[config.mk]
export PLATFORM = sky130hd
export DESIGN_NAME = feather_alpha_pixel_blend
export DESIGN_NICKNAME = d
export VERILOG_FILES = /design/src/fab_pkg.sv /design/src/fab_channel_mix.sv /design/src/feather_alpha_pixel_blend.sv
export SDC_FILE = /design/constraint.sdc
export NUM_CORES = 2
export LEC_CHECK = 0
export BUFFER_PORTS_ARGS = -buffer_cell sky130_fd_sc_hd__buf_2
export CAP_MARGIN = 20
export CORE_ASPECT_RATIO = 0.9
export CORE_MARGIN = 1
export CORE_UTILIZATION = 46
export CTS_CLUSTER_DIAMETER = 60
export DETAILED_ROUTE_END_ITERATION = 10
export GPL_TIMING_DRIVEN = 0
export PLACE_DENSITY = 0.59
export SYNTH_ARGS = -nofsm -noshare
export SYNTH_HDL_FRONTEND = slang
export SYNTH_SLANG_ARGS = --single-unit
[constraint.sdc]
create_clock -name clk -period 22 [get_ports clk]
set_clock_uncertainty 0.2 [all_clocks]
set_input_delay 1.1 -clock clk [delete_from_list [all_inputs] [get_ports clk]]
set_output_delay 1.1 -clock clk [all_outputs]
set_load 0.02 [all_outputs]
[src/fab_pkg.sv]
package fab_pkg;

	// Field widths of the pixel stream
	localparam int COL_W = 12;
	localparam int OV_W = 13;
	localparam int CH_W = 8;

	// Blend weight precision and the overlap limit
	localparam int ALPHA_FRAC_BITS = 16;
	localparam int MAX_COLUMNS = 4096;

	// Packed stream widths, rounded up to whole bytes
	localparam int IN_BITS = COL_W + 6 * CH_W;
	localparam int IN_W = ((IN_BITS + 7) / 8) * 8;
	localparam int OUT_BITS = 3 * CH_W;
	localparam int OUT_W = ((OUT_BITS + 7) / 8) * 8;

	typedef logic [CH_W-1:0] ch_t;
	typedef logic [ALPHA_FRAC_BITS-1:0] alpha_t;

	typedef struct packed {
		ch_t red;
		ch_t green;
		ch_t blue;
	} pix_t;

	// Load enables of the multiply stage and the output stage
	typedef struct packed {
		logic en_s3;
		logic en_s4;
	} mix_ctl_t;

endpackage

[src/fab_channel_mix.sv]
module fab_channel_mix (
	input  logic             clk,
	input  fab_pkg::mix_ctl_t ctl,
	input  fab_pkg::alpha_t  alpha,
	input  fab_pkg::ch_t     nv,
	input  fab_pkg::ch_t     bv,
	input  logic             blend,
	output fab_pkg::ch_t     out_ch
);

	localparam int FRAC = fab_pkg::ALPHA_FRAC_BITS;
	localparam int CH_W = fab_pkg::CH_W;
	localparam int PN_W = FRAC + CH_W;
	localparam int PB_W = FRAC + 1 + CH_W;
	localparam logic [FRAC:0] ONE_Q = (FRAC+1)'(1) << FRAC;
	localparam logic [PN_W:0] HALF_N = (PN_W+1)'(1) << (FRAC - 1);
	localparam logic [PB_W:0] HALF_B = (PB_W+1)'(1) << (FRAC - 1);
	localparam logic [CH_W+1:0] CH_MAX = (CH_W+2)'((1 << CH_W) - 1);

	logic [FRAC:0] inv_alpha;
	logic [PN_W-1:0] prod_n_s3;
	logic [PB_W-1:0] prod_b_s3;
	fab_pkg::ch_t nv_s3;
	logic blend_s3;
	logic [PN_W:0] rnd_n;
	logic [PB_W:0] rnd_b;
	logic [CH_W+1:0] mix_sum;
	fab_pkg::ch_t mix_sat;

	assign inv_alpha = ONE_Q - {1'b0, alpha};

	// Form both weighted products
	always_ff @(posedge clk) begin
		if (ctl.en_s3) begin
			prod_n_s3 <= PN_W'(alpha) * PN_W'(nv);
			prod_b_s3 <= PB_W'(inv_alpha) * PB_W'(bv);
			nv_s3 <= nv;
			blend_s3 <= blend;
		end
	end

	// Round each product half up, add and clamp
	always_comb begin
		rnd_n = {1'b0, prod_n_s3} + HALF_N;
		rnd_b = {1'b0, prod_b_s3} + HALF_B;
		mix_sum = (CH_W+2)'(rnd_n[PN_W:FRAC]) + rnd_b[PB_W:FRAC];
		mix_sat = (mix_sum > CH_MAX) ? CH_MAX[CH_W-1:0] : mix_sum[CH_W-1:0];
	end

	// Hold blended or copied channel
	always_ff @(posedge clk) begin
		if (ctl.en_s4) begin
			out_ch <= blend_s3 ? mix_sat : nv_s3;
		end
	end

endmodule

[src/feather_alpha_pixel_blend.sv]
// Linear feather blend of BGR pixels, one accepted per clock unless stalled.
// A pixel whose column lies below overlap_width is mixed with the base image
// pixel by alpha = floor(column * 2^16 / overlap), each channel the sum of two
// half-up rounded products clamped to 255; other pixels pass through with
// m_tuser low. overlap_width above 4096 acts as 4096, zero copies everything.
// The pipeline has one capture stage, a chain of 16 restoring divider stages
// (one quotient bit each), a multiply stage and a round/clamp output stage.
// Every stage advances on its own, so bubbles close up under back-pressure.
// Write overlap_width only while the pipeline is empty.
module feather_alpha_pixel_blend (
	input  logic                      clk,
	input  logic                      arst_n,
	input  logic                      cfg_we,
	input  logic [fab_pkg::OV_W-1:0]  cfg_wdata,
	input  logic                      s_tvalid,
	output logic                      s_tready,
	// column[11:0], new_blue[19:12], new_green[27:20], new_red[35:28],
	// base_blue[43:36], base_green[51:44], base_red[59:52], zero fill
	input  logic [fab_pkg::IN_W-1:0]  s_tdata,
	output logic                      m_tvalid,
	input  logic                      m_tready,
	// out_blue[7:0], out_green[15:8], out_red[23:16]
	output logic [fab_pkg::OUT_W-1:0] m_tdata,
	// in_overlap[0]
	output logic                      m_tuser
);

	localparam int FRAC = fab_pkg::ALPHA_FRAC_BITS;
	localparam int OV_W = fab_pkg::OV_W;
	localparam int COL_W = fab_pkg::COL_W;
	localparam int CH_W = fab_pkg::CH_W;
	localparam logic [OV_W-1:0] OV_MAX = OV_W'(fab_pkg::MAX_COLUMNS);

	logic [OV_W-1:0] ov_q;
	logic [OV_W-1:0] ov_sat;
	logic [COL_W-1:0] in_col;
	fab_pkg::pix_t in_new;
	fab_pkg::pix_t in_base;

	logic v_s1;
	logic rdy_s1;
	logic [OV_W-1:0] ov_s1;
	logic [OV_W-1:0] rem_s1;
	logic blend_s1;
	fab_pkg::pix_t new_s1;
	fab_pkg::pix_t base_s1;

	logic [FRAC-1:0] v_s2;
	logic [FRAC-1:0] rdy_s2;
	logic [OV_W-1:0] ov_s2 [FRAC];
	logic [OV_W-1:0] rem_s2 [FRAC];
	fab_pkg::alpha_t q_s2 [FRAC];
	logic [FRAC-1:0] blend_s2;
	fab_pkg::pix_t new_s2 [FRAC];
	fab_pkg::pix_t base_s2 [FRAC];

	logic v_s3;
	logic v_s4;
	logic rdy_s3;
	logic rdy_s4;
	logic blend_s3;
	logic blend_s4;
	fab_pkg::mix_ctl_t mix_ctl;
	fab_pkg::alpha_t alpha;
	fab_pkg::pix_t new_last;
	fab_pkg::pix_t base_last;
	fab_pkg::pix_t out_pix;

	// Hold overlap width
	always_ff @(posedge clk or negedge arst_n) begin
		if (!arst_n) begin
			ov_q <= '0;
		end else if (cfg_we) begin
			ov_q <= cfg_wdata;
		end
	end

	// Unpack request and clamp overlap
	always_comb begin
		in_col = s_tdata[COL_W-1:0];
		in_new.blue = s_tdata[COL_W +: CH_W];
		in_new.green = s_tdata[COL_W+CH_W +: CH_W];
		in_new.red = s_tdata[COL_W+2*CH_W +: CH_W];
		in_base.blue = s_tdata[COL_W+3*CH_W +: CH_W];
		in_base.green = s_tdata[COL_W+4*CH_W +: CH_W];
		in_base.red = s_tdata[COL_W+5*CH_W +: CH_W];
		ov_sat = (ov_q > OV_MAX) ? OV_MAX : ov_q;
	end

	// Per-stage ready: advance when the next stage is empty or moving
	always_comb begin
		rdy_s4 = !v_s4 || m_tready;
		rdy_s3 = !v_s3 || rdy_s4;
		rdy_s2[FRAC-1] = !v_s2[FRAC-1] || rdy_s3;
		for (int k = FRAC - 2; k >= 0; k--) begin
			rdy_s2[k] = !v_s2[k] || rdy_s2[k+1];
		end
		rdy_s1 = !v_s1 || rdy_s2[0];
	end

	assign s_tready = rdy_s1;

	// Capture request and test the overlap
	always_ff @(posedge clk or negedge arst_n) begin
		if (!arst_n) begin
			v_s1 <= 1'b0;
		end else if (rdy_s1) begin
			v_s1 <= s_tvalid;
		end
	end

	always_ff @(posedge clk) begin
		if (rdy_s1) begin
			ov_s1 <= ov_sat;
			rem_s1 <= OV_W'(in_col);
			blend_s1 <= (OV_W'(in_col) < ov_sat);
			new_s1 <= in_new;
			base_s1 <= in_base;
		end
	end

	// Restoring divider: one quotient bit per stage
	for (genvar k = 0; k < FRAC; k++) begin : g_div
		logic v_in;
		logic [OV_W-1:0] ov_in;
		logic [OV_W-1:0] rem_in;
		fab_pkg::alpha_t q_in;
		logic blend_in;
		fab_pkg::pix_t new_in;
		fab_pkg::pix_t base_in;
		logic [OV_W:0] rem_dbl;
		logic [OV_W:0] rem_sub;
		logic take;

		if (k == 0) begin : g_head
			assign v_in = v_s1;
			assign ov_in = ov_s1;
			assign rem_in = rem_s1;
			assign q_in = '0;
			assign blend_in = blend_s1;
			assign new_in = new_s1;
			assign base_in = base_s1;
		end else begin : g_body
			assign v_in = v_s2[k-1];
			assign ov_in = ov_s2[k-1];
			assign rem_in = rem_s2[k-1];
			assign q_in = q_s2[k-1];
			assign blend_in = blend_s2[k-1];
			assign new_in = new_s2[k-1];
			assign base_in = base_s2[k-1];
		end

		always_comb begin
			rem_dbl = {rem_in, 1'b0};
			rem_sub = rem_dbl - {1'b0, ov_in};
			take = (rem_dbl >= {1'b0, ov_in});
		end

		always_ff @(posedge clk or negedge arst_n) begin
			if (!arst_n) begin
				v_s2[k] <= 1'b0;
			end else if (rdy_s2[k]) begin
				v_s2[k] <= v_in;
			end
		end

		always_ff @(posedge clk) begin
			if (rdy_s2[k]) begin
				ov_s2[k] <= ov_in;
				rem_s2[k] <= take ? rem_sub[OV_W-1:0] : rem_dbl[OV_W-1:0];
				q_s2[k] <= {q_in[FRAC-2:0], take};
				blend_s2[k] <= blend_in;
				new_s2[k] <= new_in;
				base_s2[k] <= base_in;
			end
		end
	end

	assign alpha = q_s2[FRAC-1];
	assign new_last = new_s2[FRAC-1];
	assign base_last = base_s2[FRAC-1];
	assign mix_ctl.en_s3 = rdy_s3;
	assign mix_ctl.en_s4 = rdy_s4;

	// Advance the multiply and output stages
	always_ff @(posedge clk or negedge arst_n) begin
		if (!arst_n) begin
			v_s3 <= 1'b0;
			v_s4 <= 1'b0;
		end else begin
			if (rdy_s3) begin
				v_s3 <= v_s2[FRAC-1];
			end
			if (rdy_s4) begin
				v_s4 <= v_s3;
			end
		end
	end

	always_ff @(posedge clk) begin
		if (rdy_s3) begin
			blend_s3 <= blend_s2[FRAC-1];
		end
		if (rdy_s4) begin
			blend_s4 <= blend_s3;
		end
	end

	fab_channel_mix u_mix_blue (
		.clk    (clk),
		.ctl    (mix_ctl),
		.alpha  (alpha),
		.nv     (new_last.blue),
		.bv     (base_last.blue),
		.blend  (blend_s2[FRAC-1]),
		.out_ch (out_pix.blue)
	);

	fab_channel_mix u_mix_green (
		.clk    (clk),
		.ctl    (mix_ctl),
		.alpha  (alpha),
		.nv     (new_last.green),
		.bv     (base_last.green),
		.blend  (blend_s2[FRAC-1]),
		.out_ch (out_pix.green)
	);

	fab_channel_mix u_mix_red (
		.clk    (clk),
		.ctl    (mix_ctl),
		.alpha  (alpha),
		.nv     (new_last.red),
		.bv     (base_last.red),
		.blend  (blend_s2[FRAC-1]),
		.out_ch (out_pix.red)
	);

	// Pack result
	assign m_tvalid = v_s4;
	assign m_tuser = blend_s4;
	assign m_tdata = fab_pkg::OUT_W'({out_pix.red, out_pix.green, out_pix.blue});

endmodule
Yosys cells after proc, flatten, opt, wreduce, memory -nomap -nowiden
Memory sizes are Yosys's and may differ from the RTL's.
Index checks and enable logic that the tools add are counted.
{"block": "word_totals", "reg_bits": 319, "mem_bits_rw": 1440, "input_bits": 82, "output_inout_bits": 27, "word_cells": 210, "memories": 5}
{"block": "op_classes", "n_addsub": 26, "n_mul": 6, "order_cmp": 21, "muxes": 55, "n_reduce_logical": 38}
{"memory": "base_s2", "words": 16, "width": 24, "read_ports": 16, "rd_ports_with_merged_regs": 0, "write_ports": 16, "line_no": "feather_alpha_pixel_blend.sv:55", "text": "fab_pkg::pix_t base_s2 [FRAC];"}
{"memory": "new_s2", "words": 16, "width": 24, "read_ports": 16, "rd_ports_with_merged_regs": 0, "write_ports": 16, "line_no": "feather_alpha_pixel_blend.sv:54", "text": "fab_pkg::pix_t new_s2 [FRAC];"}
{"memory": "q_s2", "words": 16, "width": 16, "read_ports": 16, "rd_ports_with_merged_regs": 0, "write_ports": 16, "line_no": "feather_alpha_pixel_blend.sv:52", "text": "fab_pkg::alpha_t q_s2 [FRAC];"}
{"memory": "ov_s2", "words": 16, "width": 13, "read_ports": 15, "rd_ports_with_merged_regs": 0, "write_ports": 16, "line_no": "feather_alpha_pixel_blend.sv:50", "text": "logic [OV_W-1:0] ov_s2 [FRAC];"}
{"memory": "rem_s2", "words": 16, "width": 13, "read_ports": 15, "rd_ports_with_merged_regs": 0, "write_ports": 16, "line_no": "feather_alpha_pixel_blend.sv:51", "text": "logic [OV_W-1:0] rem_s2 [FRAC];"}
{"operator": "$mux 13", "count": 17}
{"operator": "$ge 14x13->1", "count": 15}
{"operator": "$sub 13x13->13", "count": 16}
{"operator": "$add 25x16->26 const B", "count": 3}
{"operator": "$add 24x16->25 const B", "count": 3}
{"operator": "$mul 17x8->25", "count": 3}
{"operator": "$mul 16x8->24", "count": 3}
{"operator": "$mux 8", "count": 6}
{"operator": "$mux 1", "count": 32}
{"operator": "$add 9x10->10", "count": 3}
{"operator": "$gt 10x8->1 const B", "count": 3}
{"operator": "$logic_not 1->1", "count": 19}
{"operator": "$logic_or 1x1->1", "count": 19}
{"operator": "$sub 17x16->17 const A", "count": 1}
{"operator": "$ge 13x13->1", "count": 1}
{"operator": "$gt 13x13->1 const B", "count": 1}
{"operator": "$lt 12x13->1", "count": 1}

Logic depth before layout (Yosys ltp)
{"block": "logic_depth", "depth_word": 21, "ltp_mapped": 28, "ltp_nobuf": 24}

By module
Synthesis repeated with hierarchy kept, for this count alone.
{"block": "hier_totals", "cells_unflattened": 6294, "hier_area_um2": 84423.5}
{"module": "feather_alpha_pixel_blend", "instances": 1, "cells_per_inst": 3148, "area_each_um2": 55338.1, "seq_area_each_um2": 42420.7}
{"module": "fab_channel_mix (u_mix_red)", "instances": 1, "cells_per_inst": 1071, "area_each_um2": 9851.9, "seq_area_each_um2": 1081.0}
{"module": "fab_channel_mix (u_mix_blue)", "instances": 1, "cells_per_inst": 1051, "area_each_um2": 9651.8, "seq_area_each_um2": 1081.0}
{"module": "fab_channel_mix (u_mix_green)", "instances": 1, "cells_per_inst": 1024, "area_each_um2": 9581.7, "seq_area_each_um2": 1081.0}

Worst setup path before layout
No wires, ideal clock.
{"block": "synth_timing", "path_type": "input-to-output", "startpoint": "input port m_tready", "endpoint": "output port s_tready", "arrival_time_ns": 9.371, "required_ns": 20.700, "slack_ns": 11.329, "path_stages": 9, "path_buffers": 0, "cell_sequence": "nor2b_1 nand2_1 nor2_1 and2_1 inv_1 nor2_1 nand3_1 nor2_1 nand2_1"}
{"block": "synth_between", "elab_chain_cells": 19}
{"element": "start, declared", "line_no": "feather_alpha_pixel_blend.sv:21", "text": "input logic m_tready,"}
{"element": "$logic_or 1x1->1", "line_no": "feather_alpha_pixel_blend.sv:92", "text": "rdy_s4 = !v_s4 || m_tready;"}
{"element": "$logic_or 1x1->1", "line_no": "feather_alpha_pixel_blend.sv:93", "text": "rdy_s3 = !v_s3 || rdy_s4;"}
{"element": "via rdy_s3", "line_no": "feather_alpha_pixel_blend.sv:59", "text": "logic rdy_s3;"}
{"element": "$logic_or 1x1->1", "line_no": "feather_alpha_pixel_blend.sv:94", "text": "rdy_s2[FRAC-1] = !v_s2[FRAC-1] || rdy_s3;"}
{"element": "$logic_or 1x1->1 (3 in series)", "line_no": "feather_alpha_pixel_blend.sv:96", "text": "rdy_s2[k] = !v_s2[k] || rdy_s2[k+1];"}
{"element": "via rdy_s2[12]", "line_no": "feather_alpha_pixel_blend.sv:49", "text": "logic [FRAC-1:0] rdy_s2;"}
{"element": "$logic_or 1x1->1 (11 in series)", "line_no": "feather_alpha_pixel_blend.sv:96"}
{"element": "via rdy_s2[1]", "line_no": "feather_alpha_pixel_blend.sv:49"}
{"element": "$logic_or 1x1->1", "line_no": "feather_alpha_pixel_blend.sv:96"}
{"element": "$logic_or 1x1->1", "line_no": "feather_alpha_pixel_blend.sv:98", "text": "rdy_s1 = !v_s1 || rdy_s2[0];"}
{"element": "end, declared", "line_no": "feather_alpha_pixel_blend.sv:16", "text": "output logic s_tready,"}
The timed path passes the listed nets, and every way through them passes these cells.

==> results.json <==
{
  "status": "finished clean",
  "period_share": 0.435,
  "cts_made_buffers": 159,
  "worst_pin_slew_ns": 1.08,
  "fill_cells": 14900,
  "cts_hold_buf": 0,
  "grt_pass1_vias": 46600,
  "cts_root_buf": "clkbuf_16",
  "finalNonFillerCells": 8863,
  "boundaryPins": 109,
  "finalHoldViolCount": 0,
  "yosysSeqAreaShare": 0.555,
  "syn_inst": 6064,
  "hold_path.class": "reg2reg",
  "cts.repair.resized": 0,
  "multi_input_area_mm2": 0.0332,
  "cts_sinks": 1523,
  "wire_per_inst_um": 17.6,
  "post-cts-setup-buffers": 0,
  "synth_commonest_cells": "1491 x edfxtp_1, 755 x inv_1, 534 x fa_1, 509 x and2_1, 501 x ha_1",
  "finalSetupTns_ns": 0,
  "vias": 44900,
  "wirelength_um": 156000,
  "ys_seq_elements": 1523,
  "grt_use_total": 0.177,
  "synth_edf_count": 1491,
  "clock_latency_ns": 0.80,
  "route.detailed.drc": 0,
  "yosysMostFrequentCell": "edfxtp_1",
  "max_clock_freq_ghz": 0.105,
  "dpl.hpwl_um": 118000,
  "grt_start_max_net_pins": 72,
  "crit_required_ns": 22.28,
  "ys_types": 77,
  "regArea_mm2": 0.0456,
  "worstPathArrival_ns": 9.85,
  "cp_max_fo": 10,
  "htreeDepth": 4,
  "fin_ws_ns": 12.43,
  "rsz0062_at_grt": "false",
  "ant_nets": 0,
  "syn2layout_area_growth_pct": 11.8,
  "relSlewSlack": 0.281,
  "synth_top_area_frac": 0.545,
  "dieArea_mm2": 0.180,
  "nets": 7478,
  "pre_cts_ws_ns": 12.31,
  "syn_area_per_cell_um2": 13.5,
  "setup_viol": 0,
  "rows": 146,
  "grt_antenna_before_repair": 5,
  "die_w_um": 447,
  "holdWs_ns": 0.173,
  "clock_path_buffers": 3,
  "cts_tree": "done",
  "first_iter_violations": 2682,
  "synth_area_leaders": "edfxtp_1 54%, fa_1 13%, ha_1 7.6%",
  "fin_crit_ns": 9.57,
  "clk_pin_slew_ns": 0.06,
  "dpl.cell_count": 8568,
  "worstSetupPathType": "reg2reg",
  "viasPerCell": 5.07,
  "drv_slew": 0,
  "synth_top_area_cell": "edfxtp_1",
  "yosys_warnings": 0,
  "die-height_um": 403,
  "core_mm2": 0.177,
  "maxCapViolCount": 0,
  "start_util": 0.465,
  "grt_pass1_wl_um": 251000,
  "async_flop_share": 0.0210,
  "cp-end-kind": "register",
  "syn_nets": 7181,
  "syn-cell-area_mm2": 0.0822,
  "overflow": 0,
  "first_pass_iters": 8,
  "drive_gt1_frac": 0.0900,
  "io_buffer_count": 104,
  "synthFlopType": "edfxtp_1",
  "startpoint_type": "register",
  "place_congestion": 0.858
}
## per-stage QoR
step / util / area [um^2]
6_report: 0.520 / 91900
5_1_grt: 0.520 / 91900
4_1_cts: 0.520 / 91900
3_5_place_dp: 0.489 / 86400
3_3_place_gp: 0.485 / 85600
2_1_floorplan: - / 82200
## per-layer routing
metal  vias to the layer above  share of wire  wire, um  global-route usage
li1                      21500              -         -                   -
met4                         0          0.023      3650              0.0485
met3                       242          0.047      7320              0.0302
met1                     22200           0.47     73000               0.249
met2                       930           0.46     72200               0.284
met5                         -              0         0                   0
## flip-flops by register name, summed over array words and instances, names as in the netlist, 15 cells and up
| register | cells |
|---|---|
| g_div.v_in | 16 |
| rem_s2 | 195 |
| new_s2 | 384 |
| base_s2 | 384 |
| g_div.new_in | 24 |
| base_s1 | 24 |
| ov_s2 | 195 |
| q_s2 | 136 |
| g_div.blend_in | 15 |
## worst max-delay path, cell delays in order (launching register included)
cell      delay, ns
edfxtp_1       0.32
clkbuf_1       0.74
clkbuf_1       0.78
clkbuf_1       0.59
inv_1          0.11
ha_1           0.26
inv_1          0.08
or4_4          0.14
nor3_1         0.05
xnor2_1        0.77
clkbuf_1       0.53
and2_1         0.23
fa_1           0.45
fa_1           0.53
fa_1           0.49
inv_1          0.05
fa_1           0.51
inv_1          0.05
ha_1           0.28
nand2_1        0.07
a21oi_1        0.05
a221oi_1       0.53
and3_1         0.31
o32ai_1        0.15
o41ai_1        0.64
o21bai_1       0.16
xor2_1         0.18
## cell type report
type | instances | area share
Inverter | 755 | 0.0310
Timing Repair Buffer | 136 | 0.0131
Clock buffer | 188 | 0.0445
Antenna cell | 3 | 0.0000817
Buffer | 161 | 0.00726
Sequential cell | 1523 | 0.496
Tap cell | 2368 | 0.0322
Clock inverter | 104 | 0.0147
Multi-Input combinational cell | 3625 | 0.361
## worst paths after layout
kind | endpoint | slack, ns | startpoint | cells after the start
worst max-delay path | u_mix_green.prod_b_s3[23] | 12.43 | q_s2[1][112] | 26
worst min-delay path | base_s2[1][143] | 0.17 | base_s2[1][119] | 0
worst max register to register | u_mix_green.prod_b_s3[23] | 12.43 | q_s2[1][112] | 26
worst min register to register | base_s2[1][143] | 0.17 | base_s2[1][119] | 0
max in group asynchronous | v_s3 | 20.85 | arst_n | 1
min in group asynchronous | ov_q[6] | 0.20 | arst_n | 1
## cell families after synthesis
logic type | share of synthesized area
and+or+nand+nor | 0.0994
adders and majority gates | 0.206
muxes | 0.0202
xor gates and xnor gates | 0.0307
buffers and inverters | 0.0426
DFF | 0.555
AOI/OAI and AO/OA | 0.0459
## placed cells by master, fill, tap and decap left out, types with 18 or more instances in the layout
master / synthesis / final
fa_1: 534 / 534
o21ai_0: 87 / 87
clkinv_1: 0 / 27
and3_1: 21 / 21
edfxtp_1: 1491 / 1491
a21oi_1: 210 / 210
clkbuf_1: 135 / 164
or3_1: 37 / 37
o21a_1: 34 / 34
clkbuf_16: 0 / 159
nand3_1: 85 / 81
o22a_1: 22 / 22
buf_2: 10 / 115
nand2_1: 421 / 414
nand4_1: 35 / 35
xor2_1: 92 / 92
dfrtp_1: 32 / 32
nor3_1: 89 / 89
ha_1: 501 / 501
nor2b_1: 59 / 59
a21o_1: 44 / 44
bufinv_16: 0 / 18
xnor2_1: 196 / 196
nand2b_1: 53 / 53
nor2_1: 224 / 224
mux2_2: 129 / 129
and2_1: 509 / 509
inv_1: 755 / 750
Power is left out: the tool's default activity adds up to more than one toggle a clock period on the data nets, which glitch-free logic cannot reach.
